[config.mk]
export PLATFORM = sky130hd
export DESIGN_NAME = sync_length_frame_deframer
export DESIGN_NICKNAME = d
export VERILOG_FILES = /design/src/hdl/sldf_pkg.sv /design/src/hdl/sldf_skid.sv /design/src/hdl/sync_length_frame_deframer.sv
export SDC_FILE = /design/constraint.sdc
export NUM_CORES = 1
export LEC_CHECK = 0
export ABC_CLOCK_PERIOD_IN_PS = 4900
export BUFFER_PORTS_ARGS = -buffer_cell sky130_fd_sc_hd__clkbuf_2
export CAP_MARGIN = 25
export CELL_PAD_IN_SITES_DETAIL_PLACEMENT = 0
export CELL_PAD_IN_SITES_GLOBAL_PLACEMENT = 2
export CORE_MARGIN = 10
export CORE_UTILIZATION = 35
export DETAILED_ROUTE_END_ITERATION = 10
export PLACE_DENSITY = 0.92
export RECOVER_POWER = 25
export SLEW_MARGIN = 20
export SYNTH_ARGS = -nofsm -noshare
export SYNTH_HDL_FRONTEND = slang
export SYNTH_SLANG_ARGS = --single-unit
export TNS_END_PERCENT = 50
[constraint.sdc]
create_clock -name clk_i -period 4.9 [get_ports clk_i]
set_clock_uncertainty 0.15 [all_clocks]
set_input_delay 0 -clock clk_i [delete_from_list [all_inputs] [get_ports clk_i]]
set_output_delay 0 -clock clk_i [all_outputs]
set_load 0.05 [all_outputs]
[src/hdl/sldf_pkg.sv]
package sldf_pkg;

  // Framing constants
  localparam logic [7:0]  SyncByte    = 8'h5A;
  localparam logic [16:0] HeaderBytes = 17'd6;
  localparam logic [16:0] LimitReset  = 17'd1024;

  // Register indexes on the configuration port
  localparam logic RegFrameLimit = 1'b0;

  // One result item on its way to the output stream
  typedef struct packed {
    logic [7:0] data;
    logic       first;
    logic       last;
    logic       abort;
  } sldf_res_t;

endpackage

[src/hdl/sldf_skid.sv]
module sldf_skid (
  input  logic                clk_i,
  input  logic                rst_ni,
  input  logic                in_valid_i,
  output logic                in_ready_o,
  input  sldf_pkg::sldf_res_t in_i,
  output logic                out_valid_o,
  input  logic                out_ready_i,
  output sldf_pkg::sldf_res_t out_o
);
  import sldf_pkg::*;

  logic      main_valid_q, main_valid_d;
  logic      skid_valid_q, skid_valid_d;
  sldf_res_t main_q, main_d;
  sldf_res_t skid_q, skid_d;
  logic      push, pop;

  // Ready depends only on the skid slot, never on the downstream ready.
  assign in_ready_o  = ~skid_valid_q;
  assign push        = in_valid_i & in_ready_o;
  assign pop         = main_valid_q & out_ready_i;
  assign out_valid_o = main_valid_q;
  assign out_o       = main_q;

  always_comb begin
    main_valid_d = main_valid_q;
    skid_valid_d = skid_valid_q;
    main_d       = main_q;
    skid_d       = skid_q;
    if (pop) begin
      main_valid_d = 1'b0;
    end
    if (pop && skid_valid_q) begin
      main_d       = skid_q;
      main_valid_d = 1'b1;
      skid_valid_d = 1'b0;
    end
    if (push) begin
      if (!main_valid_q || pop) begin
        main_d       = in_i;
        main_valid_d = 1'b1;
      end else begin
        skid_d       = in_i;
        skid_valid_d = 1'b1;
      end
    end
  end

  always_ff @(posedge clk_i or negedge rst_ni) begin
    if (!rst_ni) begin
      main_valid_q <= 1'b0;
      skid_valid_q <= 1'b0;
    end else begin
      main_valid_q <= main_valid_d;
      skid_valid_q <= skid_valid_d;
    end
  end

  always_ff @(posedge clk_i) begin
    main_q <= main_d;
    skid_q <= skid_d;
  end

  a_skid_needs_main: assert property (@(posedge clk_i) disable iff (!rst_ni)
    skid_valid_q |-> main_valid_q)
    else $error("skid slot holds an item while the main slot is empty");

  a_skid_drains_first: assert property (@(posedge clk_i) disable iff (!rst_ni)
    (skid_valid_q && out_ready_i) |=> (main_q == $past(skid_q)))
    else $error("skid item not moved to the main slot on pop");

endmodule

[src/hdl/sync_length_frame_deframer.sv]
// Each result item is registered in the output buffer before it appears on m_axis.
// Throughput: one input item per cycle while s_axis_tready is high; the two-slot
//   output buffer takes one more item into its skid slot after m_axis stalls.
// Reset (rst_ni, asynchronous, active low): hunting with no sync byte seen,
//   counters cleared, frame_limit back to 1024, output buffer empty.
module sync_length_frame_deframer (
  input  logic        clk_i,
  input  logic        rst_ni,
  // input stream
  input  logic        s_axis_tvalid,
  output logic        s_axis_tready,
  input  logic [7:0]  s_axis_tdata,   // [7:0] rx_byte
  // output stream
  output logic        m_axis_tvalid,
  input  logic        m_axis_tready,
  output logic [7:0]  m_axis_tdata,   // [7:0] out_byte
  output logic        m_axis_tlast,   // frame_last
  output logic [1:0]  m_axis_tuser,   // [0] frame_first, [1] frame_abort
  // configuration port
  input  logic        psel,
  input  logic        penable,
  input  logic        pwrite,
  input  logic [2:0]  paddr,
  input  logic [31:0] pwdata,
  output logic [31:0] prdata,
  output logic        pready
);
  import sldf_pkg::*;

  // Parser phases
  localparam logic [1:0] PhHunt  = 2'd0;  // no sync byte seen
  localparam logic [1:0] PhOne   = 2'd1;  // one 0x5A seen
  localparam logic [1:0] PhFrame = 2'd2;  // inside a frame

  logic [1:0]  phase_q, phase_d;
  logic [16:0] byte_index_q, byte_index_d;
  logic [7:0]  length_low_q, length_low_d;
  logic [16:0] frame_total_q, frame_total_d;
  logic [16:0] frame_limit_q;

  logic        in_acc;
  logic        res_push;
  sldf_res_t   res;
  sldf_res_t   out_res;
  logic [16:0] total_calc;
  logic        cfg_wr;

  // ---------------------------------------------------------------------------
  // Configuration: single register, written at the APB access phase
  // ---------------------------------------------------------------------------
  assign pready = 1'b1;
  assign cfg_wr = psel & penable & pwrite & pready;
  assign prdata = (paddr[2] == RegFrameLimit) ? {15'd0, frame_limit_q} : 32'd0;

  always_ff @(posedge clk_i or negedge rst_ni) begin
    if (!rst_ni) begin
      frame_limit_q <= LimitReset;
    end else if (cfg_wr && (paddr[2] == RegFrameLimit)) begin
      frame_limit_q <= pwdata[16:0];
    end
  end

  // ---------------------------------------------------------------------------
  // Parser: one item per cycle unless stalled; state updated at acceptance
  // ---------------------------------------------------------------------------
  assign in_acc = s_axis_tvalid & s_axis_tready;

  // Total from the little-endian length: high byte arrives now, low byte held.
  assign total_calc = {1'b0, s_axis_tdata, length_low_q} + HeaderBytes;

  always_comb begin
    phase_d       = phase_q;
    byte_index_d  = byte_index_q;
    length_low_d  = length_low_q;
    frame_total_d = frame_total_q;
    res_push      = 1'b0;
    res           = '0;
    if (in_acc) begin
      case (phase_q)
        PhOne: begin
          if (s_axis_tdata == SyncByte) begin
            // sync pair complete: one start item stands for both bytes
            phase_d       = PhFrame;
            byte_index_d  = 17'd2;
            length_low_d  = 8'd0;
            frame_total_d = 17'd0;
            res_push      = 1'b1;
            res.data      = SyncByte;
            res.first     = 1'b1;
          end else begin
            phase_d = PhHunt;
          end
        end
        PhFrame: begin
          byte_index_d = byte_index_q + 17'd1;
          res_push     = 1'b1;
          res.data     = s_axis_tdata;
          if (byte_index_q == 17'd4) begin
            length_low_d = s_axis_tdata;
          end else if (byte_index_q == 17'd5) begin
            frame_total_d = total_calc;
            if (total_calc > frame_limit_q) begin
              // oversize: flag on the length byte and hunt again
              res.abort    = 1'b1;
              phase_d      = PhHunt;
              byte_index_d = 17'd0;
            end else if (total_calc == HeaderBytes) begin
              // empty payload ends on the length byte
              res.last     = 1'b1;
              phase_d      = PhHunt;
              byte_index_d = 17'd0;
            end
          end else if (byte_index_q > 17'd5) begin
            if (({1'b0, byte_index_q} + 18'd1) >= {1'b0, frame_total_q}) begin
              res.last     = 1'b1;
              phase_d      = PhHunt;
              byte_index_d = 17'd0;
            end
          end
        end
        default: begin
          // hunting; the unused code behaves the same
          if (s_axis_tdata == SyncByte) begin
            phase_d = PhOne;
          end else begin
            phase_d = PhHunt;
          end
        end
      endcase
    end
  end

  always_ff @(posedge clk_i or negedge rst_ni) begin
    if (!rst_ni) begin
      phase_q       <= PhHunt;
      byte_index_q  <= 17'd0;
      length_low_q  <= 8'd0;
      frame_total_q <= 17'd0;
    end else begin
      phase_q       <= phase_d;
      byte_index_q  <= byte_index_d;
      length_low_q  <= length_low_d;
      frame_total_q <= frame_total_d;
    end
  end

  // ---------------------------------------------------------------------------
  // Result register with skid slot
  // ---------------------------------------------------------------------------
  sldf_skid u_skid (
    .clk_i       (clk_i),
    .rst_ni      (rst_ni),
    .in_valid_i  (res_push),
    .in_ready_o  (s_axis_tready),
    .in_i        (res),
    .out_valid_o (m_axis_tvalid),
    .out_ready_i (m_axis_tready),
    .out_o       (out_res)
  );

  assign m_axis_tdata = out_res.data;
  assign m_axis_tlast = out_res.last;
  assign m_axis_tuser = {out_res.abort, out_res.first};

  // ---------------------------------------------------------------------------
  // Checks
  // ---------------------------------------------------------------------------
  a_first_from_one: assert property (@(posedge clk_i) disable iff (!rst_ni)
    (res_push && res.first) |-> (phase_q == PhOne))
    else $error("start item issued outside the one-sync phase");

  a_last_abort_excl: assert property (@(posedge clk_i) disable iff (!rst_ni)
    res_push |-> !(res.last && res.abort))
    else $error("item flagged both last and aborted");

  a_frame_index: assert property (@(posedge clk_i) disable iff (!rst_ni)
    (phase_q == PhFrame) |-> (byte_index_q >= 17'd2))
    else $error("frame offset below the header bytes");

  a_end_hunts: assert property (@(posedge clk_i) disable iff (!rst_ni)
    (res_push && (res.last || res.abort)) |=> (phase_q == PhHunt))
    else $error("parser did not return to hunting after a frame end");

endmodule
After elaboration in Yosys (flattened, before gate mapping)
Cells that the tools add are included.
Storage, ports and cells
  bits in registers: 85
  bits of input ports: 50
Cells by class
  bitwise gates (word level): 8
  equality and inequality tests: 13
  reduce and logical (&&, ||, !) cells: 10
  add/subtract/negate cells: 3
  mux-type cells: 51
  order comparisons: 3
Operators by type and width (number)
  2-to-1 mux 17 bit: 11
  case mux 17 bit (2 select lines): 2
  equality test 17 x 3 -> 1 bit (second input constant): 3
  2-to-1 mux 11 bit: 4
  case mux 8 bit (2 select lines): 2
  2-to-1 mux 8 bit: 3
  adder 17 x 1 -> 18 bit (second input constant): 1
  greater-or-equal comparator 18 x 17 -> 1 bit: 1
  2-to-1 mux 1 bit: 18
  2-to-1 mux 2 bit: 9
  adder 16 x 3 -> 17 bit (second input constant): 1
  adder 17 x 1 -> 17 bit (second input constant): 1
  > comparator 17 bit: 1
  > comparator 17 x 3 -> 1 bit (second input constant): 1
  AND reduction 5 bit: 2
  equality test 8 x 7 -> 1 bit (second input constant): 1
  != test 2 bit (second input constant): 4
  != test 3 bit (second input constant): 2
  bitwise AND 1 bit: 5
  != test 4 bit (second input constant): 1
  case mux 2 bit (2 select lines): 1
  AND reduction 4 bit: 1
  inverter 1 bit: 3
  AND reduction 3 bit: 1
  8 further kinds: 9

Longest topological paths before layout
Gate-level depths: netlist (run 1).
  depth in word-level cells: 10
  depth in mapped cells: 18
  depth with buffers taken out: 17

Hierarchy
Synthesis (run 1) repeated with hierarchy kept, for this count alone.
Unflattened totals
  cells, all modules: 627
  area total of the unflattened synthesis: 5642.9 sq um
Modules (own cells, without submodules)
  sync_length_frame_deframer: sequential area each 1527.7 sq um, instances 1, cells each 542, area an instance 4663.2 sq um
  sldf_skid: sequential area each 600.6 sq um, instances 1, cells each 85, area an instance 979.7 sq um

Least setup slack after synthesis (run 1)
No wires, ideal clock.
  path kind: register to register
  from: reg byte_index_q[6]
  to: reg byte_index_q[14]
  arrival: 3491 ps
  required time: 4668 ps
  setup time: 82 ps
  slack: 1176 ps
  clock period less this slack: 3724 ps
  cell stages (with the launch flop): 17
  cells stage by stage: dfrtp_1 clkbuf_2 nand3_1 or4_1 buf_2 nor3_1 xnor2_1 ha_1 a211o_1 o211ai_1 a21oi_1 o31a_1 o41a_1 o31ai_4 nand3_1 buf_4 o22ai_1
Between the ends
  longest elaborated chain between the ends: 7
  elaborated cells on any way between the ends: 13
  classes of those cells: add/sub (2); order compare (2); eq/ne (2); mux (7)
Ends and longest elaborated chain
  start, declared: RTL line sync_length_frame_deframer.sv:36  | logic [16:0] byte_index_q, byte_index_d;
  start signal, assigned: RTL line sync_length_frame_deframer.sv:141  | byte_index_q <= byte_index_d;
  adder 17 x 1 -> 18 bit: RTL line sync_length_frame_deframer.sv:114  | if (({1'b0, byte_index_q} + 18'd1) >= {1'b0, frame_total_q}) begin
  greater-or-equal comparator 18 x 17 -> 1 bit: RTL line sync_length_frame_deframer.sv:114
  2-to-1 mux 17 bit: RTL line sync_length_frame_deframer.sv:114
  2-to-1 mux 17 bit: RTL line sync_length_frame_deframer.sv:113  | end else if (byte_index_q > 17'd5) begin
  2-to-1 mux 17 bit: RTL line sync_length_frame_deframer.sv:100  | end else if (byte_index_q == 17'd5) begin
  2-to-1 mux 17 bit *: RTL line sync_length_frame_deframer.sv:98  | if (byte_index_q == 17'd4) begin
  case mux 17 bit (2 select lines) *: RTL line sync_length_frame_deframer.sv:79  | case (phase_q)
Mark *: on every way between the ends. The rest lies on a longest branch, timed or not.
A chain may end at the register's enable or synchronous reset.

Worst setup path in the final report (run 1)
  from: reg length_low_q[1]
  to: reg phase_q[1]
Between the ends
  longest elaborated chain between the ends: 6
  elaborated cells on any way between the ends: 9
  classes of those cells: add/sub (1); order compare (1); eq/ne (2); mux (4); reduce/logical (1)
Ends and longest elaborated chain
  start, declared: RTL line sync_length_frame_deframer.sv:37  | logic [7:0] length_low_q, length_low_d;
  start signal, assigned: RTL line sync_length_frame_deframer.sv:142  | length_low_q <= length_low_d;
  adder 16 x 3 -> 17 bit *: RTL line sync_length_frame_deframer.sv:69  | assign total_calc = {1'b0, s_axis_tdata, length_low_q} + HeaderBytes;
  > comparator 17 bit: RTL line sync_length_frame_deframer.sv:102  | if (total_calc > frame_limit_q) begin
  2-to-1 mux 2 bit: RTL line sync_length_frame_deframer.sv:102
  2-to-1 mux 2 bit: RTL line sync_length_frame_deframer.sv:100
  2-to-1 mux 2 bit: RTL line sync_length_frame_deframer.sv:98
  case mux 2 bit (2 select lines): RTL line sync_length_frame_deframer.sv:79
  end signal, assigned: RTL line sync_length_frame_deframer.sv:135  | phase_q <= PhHunt;
  end signal, assigned: RTL line sync_length_frame_deframer.sv:140  | phase_q <= phase_d;
  end, declared: RTL line sync_length_frame_deframer.sv:35  | logic [1:0] phase_q, phase_d;
Mark *: on every way between the ends. The rest lies on a longest branch, timed or not. The select of a mux whose other input is x is not followed.

==> PnR_summary.wiki, run 1 <==
{| class="wikitable"
! Metric !! Value
|-
| Final setup vio count || 0
|-
| TritonRoute pass-1 iters || 5
|-
| Top FF cell, synth || dfrtp_1
|-
| Share of synthesized registers carrying an async set or reset || 0.741
|-
| Initial antenna violation count || 0
|-
| Number of instances in the synthesized netlist || 593
|-
| Core area || 15300 um2
|-
| Total via count after detailed routing || 4574
|-
| Family of cells with the greatest summed delay on the critical path || compound AO/OA/AOI/OAI gates
|-
| Path type of the worst setup path || reg -> reg
|-
| Required time worst endpoint || 4990 ps
|-
| Post-route ant nets || 0
|-
| Utilization after layout || 0.423
|-
| CP max stage cell || a2111oi_0
|-
| Clock buffers created by TritonCTS || 9
|-
| Kind of launch point of the worst setup path || flop
|-
| Number of warnings issued by yosys || 0
|-
| Delay of the slowest critical-path stage || 580 ps
|-
| H-tree depth reported by CTS || 3
|-
| Effective utilization at floorplan || 0.358
|-
| Synth-to-Final Area Change || 18.2%
|-
| Summed instance area of the synthesized netlist || 5470 um2
|-
| Static leakage || 2.85 nW
|-
| Fin crit share || 0.861
|-
| Net count reported at finish || 763
|-
| Fmax || 237 MHz
|-
| Library cell appearing most often on the critical path || nand2_1
|-
| Latest clock arrival within the worst-skew pair || 360 ps
|-
| Max-cap violation count || 1
|-
| TritonCTS sink count || 85
|-
| Antenna cell count || 0
|-
| Clock transition at the registers of the reported paths || 70 ps
|-
| Mean routed wirelength per cell || 16.7 um
|-
| Die Span Y || 145 um
|-
| Pin count of the biggest net entering global routing || 64
|-
| Cells along the critical path || inv_1 > ha_1 > and4b_1 > nand2_1 > xnor2_1 > ha_1 > nand2_1 > or2_2 > a21oi_1 > a2111oi_0 > buf_4 > o22ai_1 > o31ai_4 > nand2_1 > o2bb2ai_1
|-
| Worst path buffer plus inverter count || 2
|-
| Share of post-route cells with drive strength above 1 || 0.155
|-
| Area of the die || 21000 um2
|-
| TritonCTS clock tree || yes
|-
| Remaining routing DRC violations || 0
|-
| Minimum clock period || 4220 ps
|-
| Pre-CTS setup slack || 675 ps
|-
| Syn avg cell area || 9.22 um2
|-
| Max clock buf depth || 2
|-
| Worst-case headroom to the max-slew limit || -1.41
|-
| Mean number of vias per cell || 5.15
|-
| Fin area || 6460 um2
|-
| Combined global-route utilization of all metal layers || 0.141
|-
| Half-perimeter wire length after placement || 10900 um
|-
| I/O pins || 96
|-
| CP max FO || 9
|-
| Dpl cells || 846
|-
| Number of enable flip-flop cells after synthesis || 11
|-
| Starting DRT DRC Count || 295
|-
| Wire length of the first global-routing pass || 24700 um
|-
| Dpl cell area || 5910 um2
|-
| Clock Root Buffer || clkbuf_16
|-
| RD Place Congestion || 0.893
|-
| Post-layout instance count excluding filler cells || 889
|-
| Path class of the lowest-slack min-delay path || in -> reg
|-
| Actual slew at the worst max-slew pin || 3610 ps
|-
| Sequential share of the synthesized area || 0.389
|-
| Failing checks || max-capacitance violations, max-slew violations
|-
| Arrival time worst endpoint || 4310 ps
|-
| Kind of capture point of the worst setup path || flop
|-
| Count of final max-slew check failures || 64
|-
| Setup repair after global routing missed its margin || false
|-
| Standard-cell row count || 45
|-
| Global route total overflow || 0
|-
| Vias in the first global route || 4836
|-
| Final sum of negative setup slack || 0 ps
|-
| Result of the run || complete, but fails checks
|-
| Width of the die || 145 um
|-
| Number of synthesized register bits || 85
|-
| Power density of the placed cells || 293 nW/um2
|-
| Count of cell types in the netlist || 68
|-
| Buffers on Ports || 62
|-
| Filler Cell Count || 1514
|-
| Setup ws final || 680 ps
|-
| Final Hold Fails || 0
|-
| Post-cts repair resize count || 0
|-
| Wirelength, routed || 14800 um
|-
| Worst-case vdd ir drop || 0.158 mV
|}
-- worst min-delay path: stages --
cell	delay, ps
clkbuf_2	90
nand2_1	200
nor3_1	100
o2bb2ai_1	120
-- cell usage after synthesis, types with 6 or more instances --
library cell  number  area share
nand2_1           63       0.043
inv_1             61       0.042
a21oi_1           18       0.016
a22o_1             8       0.013
clkbuf_1          17       0.012
buf_4             17       0.023
nor3_1             7      0.0064
nand4_1           12       0.014
xor2_1             7       0.011
and3_1            10       0.011
xnor2_1           15       0.024
o21ai_0           21       0.019
a32o_1            11       0.020
mux2_2            20       0.041
and2_1             6      0.0069
ha_1              40       0.092
o22ai_1           11       0.013
nand3_1           27       0.025
edfxtp_1          11       0.060
nor4_1             7      0.0080
dfxtp_1           11       0.040
nor2b_1            6      0.0069
mux2i_1           10       0.018
nor2_1            34       0.023
dfrtp_1           62        0.28
a31oi_1           12       0.014
-- stage by stage --
step / power [W] / hold slack [ps]
floorplan: 0.00109 / -446
global placement: 0.00118 / 55.3
detailed placement: 0.00119 / 67.2
CTS: 0.00191 / 23.2
global route: 0.00199 / 81.6
finish: 0.00190 / 42.3
-- path summary, 6_finish.rpt --
check	from	end	slack, ps	cells past startpoint
max	length_low_q[1]$_DFFE_PN0P_	phase_q[1]$_DFFE_PN0P_	680	15
min in group asynchronous	rst_ni	frame_limit_q[9]$_DFFE_PN0P_	1380	3
max reg2reg	length_low_q[1]$_DFFE_PN0P_	phase_q[1]$_DFFE_PN0P_	680	15
max in group asynchronous	rst_ni	byte_index_q[10]$_DFFE_PN0P_	1200	3
min	s_axis_tvalid	phase_q[1]$_DFFE_PN0P_	40	4
min reg2reg	frame_total_q[7]$_DFFE_PN0P_	frame_total_q[7]$_DFFE_PN0P_	340	1
-- registers in the layout, summed over array words and instances, names as in the netlist --
register	count
frame_total_q	17
byte_index_q	17
frame_limit_q	17
u_skid.skid_valid_q	1
u_skid.out_valid_o	1
u_skid.out_o	11
u_skid.skid_q	11
length_low_q	8
phase_q	2
-- kinds of logic (layout without fill, tap and decap cells) --
logic type	Yosys count	after routing	synth area share
AND/OR/NAND/NOR	197	197	0.184
AO/OA/AOI/OAI	112	112	0.149
buffers and inverters	104	175	0.0872
flip-flops	85	85	0.389
adder cells (fa/ha/maj)	40	40	0.0916
multiplexers	31	31	0.0616
XOR/XNOR	22	22	0.0353
other	2	16	0.00137
-- placed cells by master (no fill, tap or decap), types with 10 or more instances in the layout --
cell,count
o22ai_1,11
clkbuf_2,51
clkbuf_1,12
edfxtp_1,11
dfxtp_1,11
ha_1,40
dlygate4sd3_1,27
a21oi_1,18
dfrtp_1,62
nand4_1,12
a32o_1,11
nand3_1,27
xnor2_1,15
a31oi_1,12
inv_1,61
conb_1,16
nor2_1,34
nand2_1,63
mux2_2,20
and3_1,10
o21ai_0,21
mux2i_1,10
-- report_power, final --
group	switching, W	leakage (nW)	internal, W
Sequential	0.0000326	0.974	0.000755
Combinational	0.000270	1.73	0.000137
Clock	0.000339	0.147	0.000361
Total	0.000642	2.85	0.00125
-- final cells by class --
cell class / count / area [um2] / area share
clock buffers: 9 / 225 / 0.0349
clock inverters: 7 / 71.3 / 0.0110
repair buffers: 98 / 631 / 0.0976
flip-flops and latches: 85 / 2130 / 0.329
multi-input cells: 418 / 2910 / 0.451
inverters: 61 / 229 / 0.0354
well taps: 211 / 264 / 0.0409
-- repair_timing --
| action | in CTS | in global routing |
|---|---|---|
| buffers inserted | 0 | 0 |
| hold buffers | 27 | 0 |
| endpoints found under the hold margin | 98 | 0 |
| setup endpoints to repair | 0 | 0 |
-- per-layer routing --
metal  share of wire  vias to the layer above  GRT usage
met4           0.016                        0     0.0536
met2            0.46                      121      0.225
met5               0                        -          0
li1                -                     2236          -
met1            0.47                     2201      0.181
met3           0.048                       16     0.0317
Note: power is estimated with default switching activity, not from simulation.
==> run 2, diff against run 1 <==
--- a/config.mk
+++ b/config.mk
@@ -11,9 +11,9 @@
 export CELL_PAD_IN_SITES_DETAIL_PLACEMENT = 0
 export CELL_PAD_IN_SITES_GLOBAL_PLACEMENT = 2
 export CORE_MARGIN = 10
-export CORE_UTILIZATION = 35
+export CORE_UTILIZATION = 25
 export DETAILED_ROUTE_END_ITERATION = 10
-export PLACE_DENSITY = 0.92
+export PLACE_DENSITY = 0.72
 export RECOVER_POWER = 25
 export SLEW_MARGIN = 20
 export SYNTH_ARGS = -nofsm -noshare
==> PnR_summary.wiki, run 2 (synthesis gave the netlist of run 1 again) <==
{| class="wikitable"
! Metric !! Value
|-
| Post-route ant nets || 0 (unchanged)
|-
| Relative contribution of combinational cells to total power || 0.209 (was 0.215)
|-
| Power density of the placed cells || 294 nW/um2 (was 293 nW/um2)
|-
| CP max FO || 11 (was 9)
|-
| Clock Root Buffer || clkbuf_16 (unchanged)
|-
| Total via count after detailed routing || 4531 (was 4574)
|-
| Cell-internal power || 0.00129 W (was 0.00125 W)
|-
| Power share of the sequential group || 0.411 (was 0.416)
|-
| Wirelength, routed || 15500 um (was 14800 um)
|-
| Net Switching || 0.000626 W (was 0.000642 W)
|-
| H-tree depth reported by CTS || 3 (unchanged)
|-
| Path class of the lowest-slack min-delay path || in -> reg (unchanged)
|-
| I/O pins || 96 (unchanged)
|-
| Required time worst endpoint || 5010 ps (was 4990 ps)
|-
| Kind of capture point of the worst setup path || flop (unchanged)
|-
| Die Span Y || 168 um (was 145 um)
|-
| Commonest non-fill, non-tap cells in the layout || 63 x nand2_1, 62 x dfrtp_1, 61 x inv_1 (unchanged)
|-
| Net count reported at finish || 759 (was 763)
|-
| Synth-to-Final Area Change || 19.4% (was 18.2%)
|-
| Final setup vio count || 0 (unchanged)
|-
| Largest registers || byte_index_q x17, frame_limit_q x17, frame_total_q x17 (unchanged)
|-
| Post-cts repair resize count || 0 (unchanged)
|-
| Fin crit share || 0.918 (was 0.861)
|-
| Latest clock arrival within the worst-skew pair || 360 ps (about the same)
|-
| Minimum clock period || 4500 ps (was 4220 ps)
|-
| Mean number of vias per cell || 4.75 (was 5.15)
|-
| Wire length of the first global-routing pass || 25400 um (was 24700 um)
|-
| Global route total overflow || 0 (unchanged)
|-
| Antenna cell count || 0 (unchanged)
|-
| Post-layout instance count excluding filler cells || 954 (was 889)
|-
| Effective utilization at floorplan || 0.252 (was 0.358)
|-
| Pin count of the biggest net entering global routing || 64 (unchanged)
|-
| Net Sw Frac || 0.327 (was 0.339)
|-
| Clock buffers created by TritonCTS || 9 (unchanged)
|-
| Half-perimeter wire length after placement || 11600 um (was 10900 um)
|-
| Static leakage || 2.83 nW (was 2.85 nW)
|-
| Clock transition at the registers of the reported paths || 70 ps (about the same)
|-
| Mean routed wirelength per cell || 16.2 um (was 16.7 um)
|-
| Setup repair after global routing missed its margin || false (unchanged)
|-
| Count of final max-slew check failures || 64 (unchanged)
|-
| Width of the die || 168 um (was 145 um)
|-
| Combined global-route utilization of all metal layers || 0.110 (was 0.141)
|-
| Share of post-route cells with drive strength above 1 || 0.150 (was 0.155)
|-
| Delay of the slowest critical-path stage || 490 ps (was 580 ps)
|-
| CP max stage cell || dfrtp_1 (was a2111oi_0)
|-
| Arrival time worst endpoint || 4610 ps (was 4310 ps)
|-
| Vias in the first global route || 4696 (was 4836)
|-
| Path type of the worst setup path || reg -> reg (unchanged)
|-
| Fmax || 222 MHz (was 237 MHz)
|-
| Standard-cell row count || 54 (was 45)
|-
| Buffers on Ports || 62 (unchanged)
|-
| Starting DRT DRC Count || 342 (was 295)
|-
| Result of the run || complete, but fails checks (unchanged)
|-
| Max-cap violation count || 1 (unchanged)
|-
| Max clock buf depth || 2 (unchanged)
|-
| Core area || 21700 um2 (was 15300 um2)
|-
| Worst-case headroom to the max-slew limit || -1.38 (was -1.41)
|-
| Final sum of negative setup slack || 0 ps (unchanged)
|-
| Remaining routing DRC violations || 0 (unchanged)
|-
| Initial antenna violation count || 0 (unchanged)
|-
| TritonCTS sink count || 85 (unchanged)
|-
| Most common cell after layout, fill and taps aside || nand2_1 (unchanged)
|-
| Dpl cell area || 5970 um2 (was 5910 um2)
|-
| Actual slew at the worst max-slew pin || 3560 ps (was 3610 ps)
|-
| Kind of launch point of the worst setup path || flop (unchanged)
|-
| Final Hold Fails || 0 (unchanged)
|-
| Clock group share of total power || 0.381 (was 0.369)
|-
| TritonCTS clock tree || yes (unchanged)
|-
| Area of the die || 28200 um2 (was 21000 um2)
|-
| Fin area || 6530 um2 (was 6460 um2)
|-
| TritonRoute pass-1 iters || 4 (was 5)
|-
| Worst-case vdd ir drop || 0.173 mV (was 0.158 mV)
|-
| Failing checks || max-capacitance violations, max-slew violations (unchanged)
|-
| RD Place Congestion || 0.841 (was 0.893)
|-
| Cells along the critical path || inv_1 > ha_1 > nand4b_1 > nor4_1 > xnor2_1 > inv_1 > ha_1 > nand4_1 > nor4_1 > or3_1 > o22ai_1 > o31ai_4 > nand3_1 > o22ai_1 (was inv_1 > ha_1 > and4b_1 > nand2_1 > xnor2_1 > ha_1 > nand2_1 > or2_2 > a21oi_1 > a2111oi_0 > buf_4 > o22ai_1 > o31ai_4 > nand2_1 > o2bb2ai_1)
|-
| Dpl cells || 911 (was 846)
|}
run 2: cell type report:
class | instances | area [um2]
Timing Repair Buffer | 94 | 601
Inverter | 61 | 229
Clock buffer | 9 | 225
Multi-Input combinational cell | 418 | 2910
Fill cell | 2254 | 15200
Sequential cell | 85 | 2130
Clock inverter | 7 | 80.1
Tap cell | 280 | 350
run 2: path summary, 6_finish.rpt:
| kind | endpoint | slack [ps] | depth (start not counted) | start |
|---|---|---|---|---|
| max | byte_index_q[7]$_DFFE_PN0P_ | 400 | 14 | length_low_q[1]$_DFFE_PN0P_ |
| min | phase_q[1]$_DFFE_PN0P_ | 3 | 4 | s_axis_tvalid |
| max reg2reg | byte_index_q[7]$_DFFE_PN0P_ | 400 | 14 | length_low_q[1]$_DFFE_PN0P_ |
| min reg2reg | frame_total_q[1]$_DFFE_PN0P_ | 340 | 2 | frame_total_q[1]$_DFFE_PN0P_ |
| max in group asynchronous | byte_index_q[4]$_DFFE_PN0P_ | 1240 | 3 | rst_ni |
| min in group asynchronous | frame_limit_q[11]$_DFFE_PN0P_ | 1350 | 3 | rst_ni |
run 2: power by group through the flow:
stage / logic [W] / clock network (W) / registers [W]
3_5_place_dp: 0.000388 / 0 / 0.000801
5_1_grt: 0.000446 / 0.000764 / 0.000794
3_3_place_gp: 0.000379 / 0 / 0.000800
6_report: 0.000400 / 0.000730 / 0.000787
4_1_cts: 0.000406 / 0.000740 / 0.000787
2_1_floorplan: 0.000289 / 0 / 0.000799
run 2: repair_timing:
item                                   4_1_cts  5_1_grt
endpoints found under the hold margin       98        0
buffers inserted                             0        0
hold buffers                                27        0
run 2: metrics by stage:
step | utilization | total power, W | setup slack (ps) | hold slack [ps]
6_report | 0.301 | 0.00192 | 402 | 3.27
5_1_grt | 0.301 | 0.00200 | 76.3 | 61.7
4_1_cts | 0.302 | 0.00193 | 373 | 7.63
3_5_place_dp | 0.275 | 0.00119 | 390 | 65.3
3_3_place_gp | 0.275 | 0.00118 | 490 | 58.9
2_1_floorplan | - | 0.00109 | 1180 | -446
run 2: layer usage:
| layer | up-vias | track usage | part of all wire |
|---|---|---|---|
| met1 | 2150 | 0.145 | 0.48 |
| met3 | 28 | 0.0205 | 0.044 |
| li1 | 2235 | - | - |
| met5 | - | 0 | 0 |
| met2 | 118 | 0.173 | 0.45 |
| met4 | 0 | 0.0469 | 0.026 |
run 2: worst max-delay path, delay by kind of cell (launching register included):
kind | cells | cell delay (ps)
simple gates | 6 | 1810
compound gates | 3 | 780
fa+ha+maj | 2 | 660
flops | 1 | 490
xor+xnor | 1 | 300
buf+inv | 2 | 220
